[src/rtl/pdcs_pkg.sv]
`timescale 1ns / 1ps
// ----------------------------------------------------------------------------
// pdcs_pkg
// Shared types and constants of the pulse-distance command sender.
// ----------------------------------------------------------------------------
package pdcs_pkg;

    localparam int CODE_IN_W   = 6;   // width of the code field of an item
    localparam int TICK_W      = 16;  // tick counter and length registers
    localparam int PRE_W       = 4;   // preamble pulse count register
    localparam int PIDX_W      = 5;   // pulse index within a frame
    localparam int ADDR_W      = 4;   // byte address of the register port
    localparam int DATA_W      = 32;  // register port data
    localparam int QUEUE_DEPTH = 2;   // depth of the command and result queues

    localparam logic KIND_TICK  = 1'b0;
    localparam logic KIND_START = 1'b1;

    localparam logic [1:0] REG_HIGH_TICKS      = 2'd0;
    localparam logic [1:0] REG_SHORT_GAP_TICKS = 2'd1;
    localparam logic [1:0] REG_LONG_GAP_TICKS  = 2'd2;
    localparam logic [1:0] REG_PREAMBLE_PULSES = 2'd3;

    localparam logic [TICK_W-1:0] RST_HIGH_TICKS      = 16'd100;
    localparam logic [TICK_W-1:0] RST_SHORT_GAP_TICKS = 16'd5000;
    localparam logic [TICK_W-1:0] RST_LONG_GAP_TICKS  = 16'd7000;
    localparam logic [PRE_W-1:0]  RST_PREAMBLE_PULSES = 4'd5;

    typedef enum logic [1:0] {
        PH_IDLE = 2'd0,
        PH_HIGH = 2'd1,
        PH_LOW  = 2'd2
    } t_phase;

    typedef struct packed {
        logic [TICK_W-1:0] high_ticks;
        logic [TICK_W-1:0] short_gap_ticks;
        logic [TICK_W-1:0] long_gap_ticks;
        logic [PRE_W-1:0]  preamble_pulses;
    } t_cfg;

    typedef struct packed {
        logic                 start;
        logic [CODE_IN_W-1:0] code;
    } t_cmd;

    typedef struct packed {
        logic line_level;
        logic busy;
        logic done;
        logic rejected;
    } t_res;

endpackage

[src/rtl/pulse_distance_command_sender.sv]
`timescale 1ns / 1ps
// ----------------------------------------------------------------------------
// pulse_distance_command_sender
// Pulse-distance coded command transmitter with queue interfaces.
// ----------------------------------------------------------------------------
// Items are ticks or starts. A start latches a code and raises the line; the
// frame is a preamble of pulses with short gaps, CODE_BITS data pulses (MSB
// first, long gap after a one, short after a zero) and a final pulse. Each
// item yields one result with the line level, busy, done and rejected flags.
// The sequencer takes one item per clock cycle while the result queue has
// room. The command queue registers each item, the sequencer handles it
// once the result queue has room, and the result queue registers its
// result at the end of that cycle, ready to pop. The command and result
// queues hold two items each, so either side may stall without stopping the
// other. Registers: high_ticks at 0x0, short_gap_ticks at 0x4,
// long_gap_ticks at 0x8, preamble_pulses at 0xC; a new value acts on the
// running frame at once. Write only while no item is queued or unread.
// ----------------------------------------------------------------------------
module pulse_distance_command_sender
    import pdcs_pkg::*;
#(
    parameter int CODE_BITS = 6
) (
    input  logic                 i_clk,
    input  logic                 i_rst_n,
    input  logic                 push,
    output logic                 full,
    input  logic                 i_kind,
    input  logic [CODE_IN_W-1:0] i_code,
    output logic                 empty,
    input  logic                 pop,
    output logic                 o_line_level,
    output logic                 o_busy_res,
    output logic                 o_done_res,
    output logic                 o_rejected,
    input  logic                 psel,
    input  logic                 penable,
    input  logic                 pwrite,
    input  logic [ADDR_W-1:0]    paddr,
    input  logic [DATA_W-1:0]    pwdata,
    output logic [DATA_W-1:0]    prdata,
    output logic                 pready
);

    t_cfg       r_cfg;
    logic [1:0] w_reg_idx;
    logic       w_cfg_wr;
    logic       w_cmd_valid, w_cmd_pop;
    t_cmd       w_cmd;
    logic       w_res_full, w_res_push, w_res_empty;
    t_res       w_res, w_res_out;

    assign pready    = 1'b1;
    assign w_reg_idx = paddr[3:2];
    assign w_cfg_wr  = psel && penable && pwrite && pready;

    always_ff @(posedge i_clk) begin
        if (!i_rst_n) begin
            r_cfg.high_ticks      <= RST_HIGH_TICKS;
            r_cfg.short_gap_ticks <= RST_SHORT_GAP_TICKS;
            r_cfg.long_gap_ticks  <= RST_LONG_GAP_TICKS;
            r_cfg.preamble_pulses <= RST_PREAMBLE_PULSES;
        end else if (w_cfg_wr) begin
            case (w_reg_idx)
                REG_HIGH_TICKS:      r_cfg.high_ticks      <= pwdata[TICK_W-1:0];
                REG_SHORT_GAP_TICKS: r_cfg.short_gap_ticks <= pwdata[TICK_W-1:0];
                REG_LONG_GAP_TICKS:  r_cfg.long_gap_ticks  <= pwdata[TICK_W-1:0];
                REG_PREAMBLE_PULSES: r_cfg.preamble_pulses <= pwdata[PRE_W-1:0];
                default: begin
                end
            endcase
        end
    end

    always_comb begin
        case (w_reg_idx)
            REG_HIGH_TICKS:      prdata = DATA_W'(r_cfg.high_ticks);
            REG_SHORT_GAP_TICKS: prdata = DATA_W'(r_cfg.short_gap_ticks);
            REG_LONG_GAP_TICKS:  prdata = DATA_W'(r_cfg.long_gap_ticks);
            REG_PREAMBLE_PULSES: prdata = DATA_W'(r_cfg.preamble_pulses);
            default:             prdata = '0;
        endcase
    end

    pdcs_front u_front (
        .i_clk   (i_clk),
        .i_rst_n (i_rst_n),
        .i_push  (push),
        .o_full  (full),
        .i_kind  (i_kind),
        .i_code  (i_code),
        .i_pop   (w_cmd_pop),
        .o_valid (w_cmd_valid),
        .o_cmd   (w_cmd)
    );

    pdcs_engine #(
        .CODE_BITS (CODE_BITS)
    ) u_engine (
        .i_clk      (i_clk),
        .i_rst_n    (i_rst_n),
        .i_cfg      (r_cfg),
        .i_valid    (w_cmd_valid),
        .i_cmd      (w_cmd),
        .o_pop      (w_cmd_pop),
        .i_res_full (w_res_full),
        .o_res_push (w_res_push),
        .o_res      (w_res)
    );

    pdcs_fifo #(
        .WIDTH ($bits(t_res)),
        .DEPTH (QUEUE_DEPTH)
    ) u_res_q (
        .i_clk   (i_clk),
        .i_rst_n (i_rst_n),
        .i_push  (w_res_push),
        .i_data  (w_res),
        .o_full  (w_res_full),
        .i_pop   (pop),
        .o_empty (w_res_empty),
        .o_data  (w_res_out)
    );

    assign empty        = w_res_empty;
    assign o_line_level = w_res_out.line_level;
    assign o_busy_res   = w_res_out.busy;
    assign o_done_res   = w_res_out.done;
    assign o_rejected   = w_res_out.rejected;

    // An accepted item is waiting for the sequencer on the next cycle.
    a_push_queued: assert property (@(posedge i_clk) disable iff (!i_rst_n)
        push && !full |=> w_cmd_valid)
        else $error("accepted item missing from command queue");

    // The line is high only inside a frame.
    a_line_busy: assert property (@(posedge i_clk) disable iff (!i_rst_n)
        w_res_push && w_res.line_level |-> w_res.busy)
        else $error("line high outside a frame");

    // The frame ends with the line low and the sender idle.
    a_done_idle: assert property (@(posedge i_clk) disable iff (!i_rst_n)
        w_res_push && w_res.done |-> !w_res.busy && !w_res.rejected)
        else $error("done while busy or with a rejected start");

    // A rejected start leaves the running frame going.
    a_reject_busy: assert property (@(posedge i_clk) disable iff (!i_rst_n)
        w_res_push && w_res.rejected |-> w_res.busy)
        else $error("start rejected while idle");

endmodule

[src/rtl/pdcs_fifo.sv]
`timescale 1ns / 1ps
// ----------------------------------------------------------------------------
// pdcs_fifo
// Small register queue; push and pop may happen in the same cycle.
// ----------------------------------------------------------------------------
module pdcs_fifo #(
    parameter int WIDTH = 8,
    parameter int DEPTH = 2
) (
    input  logic             i_clk,
    input  logic             i_rst_n,
    input  logic             i_push,
    input  logic [WIDTH-1:0] i_data,
    output logic             o_full,
    input  logic             i_pop,
    output logic             o_empty,
    output logic [WIDTH-1:0] o_data
);

    localparam int PW = (DEPTH > 1) ? $clog2(DEPTH) : 1;
    localparam int CW = $clog2(DEPTH + 1);
    localparam logic [PW-1:0] LAST_PTR = PW'(DEPTH - 1);
    localparam logic [CW-1:0] FULL_CNT = CW'(DEPTH);

    logic [WIDTH-1:0] r_mem [DEPTH];
    logic [PW-1:0]    r_wr_ptr, n_wr_ptr;
    logic [PW-1:0]    r_rd_ptr, n_rd_ptr;
    logic [CW-1:0]    r_count, n_count;
    logic             w_push_ok, w_pop_ok;

    assign o_full    = (r_count == FULL_CNT);
    assign o_empty   = (r_count == '0);
    assign o_data    = r_mem[r_rd_ptr];
    assign w_push_ok = i_push && !o_full;
    assign w_pop_ok  = i_pop && !o_empty;

    always_comb begin
        n_wr_ptr = r_wr_ptr;
        n_rd_ptr = r_rd_ptr;
        n_count  = r_count;
        if (w_push_ok) begin
            n_wr_ptr = (r_wr_ptr == LAST_PTR) ? '0 : r_wr_ptr + PW'(1);
        end
        if (w_pop_ok) begin
            n_rd_ptr = (r_rd_ptr == LAST_PTR) ? '0 : r_rd_ptr + PW'(1);
        end
        if (w_push_ok && !w_pop_ok) begin
            n_count = r_count + CW'(1);
        end else if (w_pop_ok && !w_push_ok) begin
            n_count = r_count - CW'(1);
        end
    end

    always_ff @(posedge i_clk) begin
        if (!i_rst_n) begin
            r_wr_ptr <= '0;
            r_rd_ptr <= '0;
            r_count  <= '0;
        end else begin
            r_wr_ptr <= n_wr_ptr;
            r_rd_ptr <= n_rd_ptr;
            r_count  <= n_count;
        end
    end

    always_ff @(posedge i_clk) begin
        if (w_push_ok) begin
            r_mem[r_wr_ptr] <= i_data;
        end
    end

endmodule

[src/rtl/pdcs_front.sv]
`timescale 1ns / 1ps
// ----------------------------------------------------------------------------
// pdcs_front
// Accepts items, sorts them into ticks and starts, and queues them.
// ----------------------------------------------------------------------------
module pdcs_front
    import pdcs_pkg::*;
(
    input  logic                 i_clk,
    input  logic                 i_rst_n,
    input  logic                 i_push,
    output logic                 o_full,
    input  logic                 i_kind,
    input  logic [CODE_IN_W-1:0] i_code,
    input  logic                 i_pop,
    output logic                 o_valid,
    output t_cmd                 o_cmd
);

    t_cmd w_cmd;
    logic w_empty;

    // A tick carries no code; zero it so the queue never holds stale bits.
    always_comb begin
        w_cmd.start = (i_kind == KIND_START);
        w_cmd.code  = (i_kind == KIND_START) ? i_code : '0;
    end

    pdcs_fifo #(
        .WIDTH ($bits(t_cmd)),
        .DEPTH (QUEUE_DEPTH)
    ) u_cmd_q (
        .i_clk   (i_clk),
        .i_rst_n (i_rst_n),
        .i_push  (i_push),
        .i_data  (w_cmd),
        .o_full  (o_full),
        .i_pop   (i_pop),
        .o_empty (w_empty),
        .o_data  (o_cmd)
    );

    assign o_valid = !w_empty;

endmodule

[src/rtl/pdcs_engine.sv]
`timescale 1ns / 1ps
// ----------------------------------------------------------------------------
// pdcs_engine
// Frame sequencer: steps the line through preamble, data and final pulses.
// ----------------------------------------------------------------------------
module pdcs_engine
    import pdcs_pkg::*;
#(
    parameter int CODE_BITS = 6
) (
    input  logic i_clk,
    input  logic i_rst_n,
    input  t_cfg i_cfg,
    input  logic i_valid,
    input  t_cmd i_cmd,
    output logic o_pop,
    input  logic i_res_full,
    output logic o_res_push,
    output t_res o_res
);

    t_phase                r_phase, n_phase;
    logic [PIDX_W-1:0]     r_pidx, n_pidx;
    logic [TICK_W-1:0]     r_tick, n_tick;
    logic [CODE_BITS-1:0]  r_code, n_code;

    logic                  w_fire;
    logic                  w_busy;
    logic [TICK_W-1:0]     w_tick_inc;
    logic [TICK_W-1:0]     w_high_len, w_short_len, w_long_len, w_gap_len;
    logic [PIDX_W-1:0]     w_last, w_pre;
    logic                  w_in_data;
    logic [PIDX_W-1:0]     w_data_off;
    logic [CODE_BITS-1:0]  w_code_sel;

    assign w_fire     = i_valid && !i_res_full;
    assign o_pop      = w_fire;
    assign o_res_push = w_fire;

    assign w_high_len  = (i_cfg.high_ticks == '0) ? TICK_W'(1) : i_cfg.high_ticks;
    assign w_short_len = (i_cfg.short_gap_ticks == '0) ? TICK_W'(1) : i_cfg.short_gap_ticks;
    assign w_long_len  = (i_cfg.long_gap_ticks == '0) ? TICK_W'(1) : i_cfg.long_gap_ticks;

    assign w_pre      = PIDX_W'(i_cfg.preamble_pulses);
    assign w_last     = w_pre + PIDX_W'(CODE_BITS);
    assign w_in_data  = (r_pidx >= w_pre);
    // Pick data bit (pulse index - preamble), MSB first; bits past the code read as zero.
    assign w_data_off = r_pidx - w_pre;
    assign w_code_sel = r_code << w_data_off;
    assign w_gap_len  = (w_in_data && w_code_sel[CODE_BITS-1]) ? w_long_len : w_short_len;
    assign w_tick_inc = r_tick + TICK_W'(1);

    always_comb begin
        n_phase = r_phase;
        n_pidx  = r_pidx;
        n_tick  = r_tick;
        n_code  = r_code;
        o_res   = '0;

        case (r_phase)
            PH_HIGH, PH_LOW: w_busy = 1'b1;
            default:         w_busy = 1'b0;
        endcase

        if (i_cmd.start) begin
            if (w_busy) begin
                o_res.rejected = 1'b1;
            end else begin
                n_phase = PH_HIGH;
                n_pidx  = '0;
                n_tick  = '0;
                n_code  = CODE_BITS'(i_cmd.code);
            end
        end else begin
            case (r_phase)
                PH_HIGH: begin
                    n_tick = w_tick_inc;
                    if (w_tick_inc >= w_high_len) begin
                        n_tick = '0;
                        if (r_pidx >= w_last) begin
                            n_phase    = PH_IDLE;
                            n_pidx     = '0;
                            o_res.done = 1'b1;
                        end else begin
                            n_phase = PH_LOW;
                        end
                    end
                end
                PH_LOW: begin
                    n_tick = w_tick_inc;
                    if (w_tick_inc >= w_gap_len) begin
                        n_tick  = '0;
                        n_pidx  = r_pidx + PIDX_W'(1);
                        n_phase = PH_HIGH;
                    end
                end
                default: begin
                    n_phase = PH_IDLE;
                end
            endcase
        end

        o_res.line_level = (n_phase == PH_HIGH);
        o_res.busy       = (n_phase == PH_HIGH) || (n_phase == PH_LOW);
    end

    always_ff @(posedge i_clk) begin
        if (!i_rst_n) begin
            r_phase <= PH_IDLE;
            r_pidx  <= '0;
            r_tick  <= '0;
            r_code  <= '0;
        end else if (w_fire) begin
            r_phase <= n_phase;
            r_pidx  <= n_pidx;
            r_tick  <= n_tick;
            r_code  <= n_code;
        end
    end

endmodule
[config.mk]
export PLATFORM = sky130hd
export DESIGN_NAME = pulse_distance_command_sender
export DESIGN_NICKNAME = d
export VERILOG_FILES = /design/src/rtl/pdcs_pkg.sv /design/src/rtl/pulse_distance_command_sender.sv /design/src/rtl/pdcs_fifo.sv /design/src/rtl/pdcs_front.sv /design/src/rtl/pdcs_engine.sv
export SDC_FILE = /design/constraint.sdc
export NUM_CORES = 1
export LEC_CHECK = 0
export ABC_AREA = 1
export BUFFER_PORTS_ARGS = -buffer_cell sky130_fd_sc_hd__clkbuf_2
export CAP_MARGIN = 10
export CORE_MARGIN = 4
export CORE_UTILIZATION = 30
export DETAILED_ROUTE_END_ITERATION = 10
export SYNTH_ARGS = -nofsm -noshare
export SYNTH_HDL_FRONTEND = slang
export SYNTH_HIERARCHICAL = 1
export SYNTH_SLANG_ARGS = --single-unit
[constraint.sdc]
create_clock -name i_clk -period 4.4 [get_ports i_clk]
set_clock_uncertainty 0.15 [all_clocks]
set_input_delay 1.32 -clock i_clk [delete_from_list [all_inputs] [get_ports i_clk]]
set_output_delay 1.32 -clock i_clk [all_outputs]
set_load 0.01 [all_outputs]
==> qor.txt <==
largest net degree at the start of global routing -> 66
DRT Wirelength -> 17800 um
Worst setup endpoint -> u_res_q/r_mem[1][2]
Worst R2R End -> u_res_q/r_mem[1][2]
actual slew at the worst max-slew pin -> 847 ps
Final Setup Violations -> 0
Yosys Warn Count -> 6
placed cells -> 1367
Leakage Power -> 0.00398 uW
chip height -> 162 um
dpl cell area -> 7690 sq um
critical path's largest stage delay -> 360 ps
drt drc -> 0
global-route wire length before repair -> 29400 um
Die Span X -> 162 um
Place WS -> 73.2 ps
most frequent cells in the layout -> nand2_1 (243), nor2_1 (136), inv_1 (107)
type of destination of the critical path -> register
share of layout cells above drive strength 1 -> 16.6%
max_cap viols -> 0
Gate Count Post-Synth -> 1009
synth unique cells -> 44
post-DR wirelength/cell -> 12.6 um
WP buf/inv -> 7
Main synth FF type -> dfxtp_1
Starting Density -> 30.3%
nets -> 1174
clock buffer depth -> 2
standard-cell rows -> 56
cell mode on critical path -> inv_2
Logic pwr share -> 30.4%
Register Area -> 2480 sq um
Worst R2R Path Depth -> 26
slowest stage cell, crit path -> fa_2
flop2flop setup slack -> 160 ps
Peak VDD IR -> 0.227 mV
Crit Path Class -> reg -> reg
startpoint class of the critical path -> register
n_diodes -> 0
final core utilization -> 36.1%
design area -> 8440 sq um
Max FO, Critical Path -> 6
status -> complete, no violations
post-synthesis sequential area ratio -> 35.0%
Slew HR -> 43.5%
H-tree levels -> 4
vias per inst -> 4.59
CP top delay family -> simple AND/OR/NAND/NOR gates
vias -> 6450
multi-input logic area -> 3900 sq um
number of flops mapped to enable cells by yosys -> 22
Flop pwr share -> 33.1%
CP startpoint -> u_engine/r_pidx[0]
core footprint -> 23400 sq um
worst min-delay path class -> reg -> reg
TritonRoute pass-1 iters -> 5
vias in the first global route -> 5993
synthesized flop and latch total -> 113
Mean Syn Cell Area -> 7.04 sq um
latest clock arrival within the worst-skew pair -> 420 ps
Internal -> 2620 uW
final setup margin -> 157 ps
fillers -> 2478
initial antenna violation count -> 0
Clk pwr share -> 36.5%
Port-buffer cells -> 53
clk sinks -> 113
Final min period -> 4240 ps
number of top-level pins -> 89
Sw Ratio -> 33.5%
hpwl dp -> 12900 um
net switching power -> 1320 uW
area grow syn2layout -> 18.9%
critical path data required time -> 4430 ps
Crit path depth -> 26
final critical-path share of the clock period -> 96.4%
final setup TNS -> 0 ps
max-slew violations -> 0
post-route ant nets -> 0
DR iter-0 viols -> 424
Routability Congestion -> 0.827
Root Buffer -> clkbuf_16
die area -> 26200 sq um
Post-Synthesis Cell Area -> 7100 sq um
r2r startpoint -> u_engine/r_pidx[0]
CTS Buf Count -> 17
power density over the cells -> 467 nW/um^2
leading cell type in the layout, fill and taps excluded -> nand2_1
worst path arrival time -> 4280 ps
GRT Total Usage -> 13.8%
non-filler cells, final -> 1406
RSZ-0062 raised after global routing -> true
CTS tree -> built
clock slew at reported path FFs -> 50 ps
ys async rst share -> 0%
gr ovfl total -> 0
f_max -> 0.236 GHz
Hold Vio Cnt, Final -> 0
worst register-to-register path: stages, from the launching register on:
cell and delay (ps):
dfxtp_2 320, inv_2 70, ha_4 130, inv_4 30
fa_2 360, nand2_2 90, inv_2 30, or2_1 210
inv_2 70, nor2_2 30, o21ai_1 60, nand2_1 100
a21oi_4 170, nand3_4 160, buf_12 180, buf_12 120
mux2i_1 120, ha_1 330, a21oi_2 170, o21ai_2 80
a21oi_2 200, nand4_1 170, nand2_1 130, nand3_2 80
and2_4 140, ha_1 280, inv_2 40
Yosys cell counts, types with 6 or more instances:
cell	count	area, sq um
nor4_1	15	93.8
xor2_1	13	114
nand2_1	244	916
inv_2	24	90.1
buf_4	21	158
ha_1	49	613
nor3_1	8	40.0
o21ai_1	17	85.1
clkbuf_1	6	22.5
dfxtp_1	91	1820
a21oi_1	44	220
nand4_1	27	169
o21ai_0	12	60.1
nor2_1	139	522
nor2_4	6	67.6
nand3_1	90	450
buf_2	10	50.1
buf_6	7	78.8
inv_1	111	417
mux2_2	11	124
edfxtp_1	22	661
cell type report:
class	instances	area share (%)
Clock buffer	20	5.29
Tap cell	319	4.73
Inverter	139	6.21
Multi-Input combinational cell	723	46.2
Timing Repair Buffer	80	6.23
Clock inverter	12	1.94
Sequential cell	113	29.4
timing repair:
action	in CTS	in global routing
setup endpoints to repair	0	26
resized for setup	0	24
hold buffers	0	0
setup buffers	0	7
sequential cells by signal (all words and copies together), names as in the netlist, named ones only:
register                  count
u_front/u_cmd_q/r_wr_ptr      1
u_engine/r_tick              16
u_res_q/r_wr_ptr              1
u_res_q/r_count               2
r_cfg                        52
u_front/u_cmd_q/r_count       2
u_res_q/r_rd_ptr              1
u_engine/r_code               6
u_res_q/r_mem                 8
u_engine/r_phase              2
u_front/u_cmd_q/r_mem        14
u_engine/r_pidx               5
u_front/u_cmd_q/r_rd_ptr      1
metal layers:
layer | part of all wire, % | vias up | track usage, % | wire length [um]
met5 | 0 | - | 0 | 0
met4 | 2.5 | 0 | 5.96 | 452
met3 | 4.0 | 32 | 2.92 | 713
met2 | 47 | 122 | 22.4 | 8280
met1 | 47 | 2935 | 17.8 | 8320
li1 | - | 3361 | - | -
kinds of logic (layout without fill, tap and decap cells):
| kind of cell | Yosys count | count (layout) | share of synthesized area, % |
|---|---|---|---|
| simple gates | 541 | 541 | 33.4 |
| buf+inv | 188 | 251 | 12.0 |
| flops | 113 | 113 | 35.0 |
| compound gates | 85 | 85 | 6.50 |
| fa+ha+maj | 50 | 50 | 8.92 |
| mux | 16 | 16 | 2.45 |
| xor+xnor | 14 | 14 | 1.73 |
| other cells | 2 | 17 | 0.106 |
worst min path at each step:
stage	from	to	slack (ps)	depth (start not counted)
after CTS	u_engine/r_tick[15]	u_engine/r_tick[15]	320	2
after floorplan	u_engine/r_tick[14]	u_engine/r_tick[14]	300	2
final	u_engine/r_tick[15]	u_engine/r_tick[15]	310	2
after detailed placement	u_engine/r_tick[15]	u_engine/r_tick[15]	310	2
after global placement	u_engine/r_tick[15]	u_engine/r_tick[15]	300	2
after global routing	u_engine/r_tick[14]	u_engine/r_tick[14]	340	2
power groups by stage:
stage / clock, uW / sequential (uW) / combinational, uW
3_5_place_dp: 0 / 1320 / 1110
6_report: 1440 / 1300 / 1200
2_1_floorplan: 0 / 1300 / 848
3_3_place_gp: 0 / 1320 / 1090
4_1_cts: 1460 / 1300 / 1110
5_1_grt: 1510 / 1320 / 1370
metrics by stage:
stage	hold slack (ps)	power, uW
final	314	3940
after global routing	338	4200
after CTS	318	3880
after detailed placement	310	2430
after global placement	304	2410
after floorplan	295	2150
No activity file was read; power rests on OpenSTA's default activity.
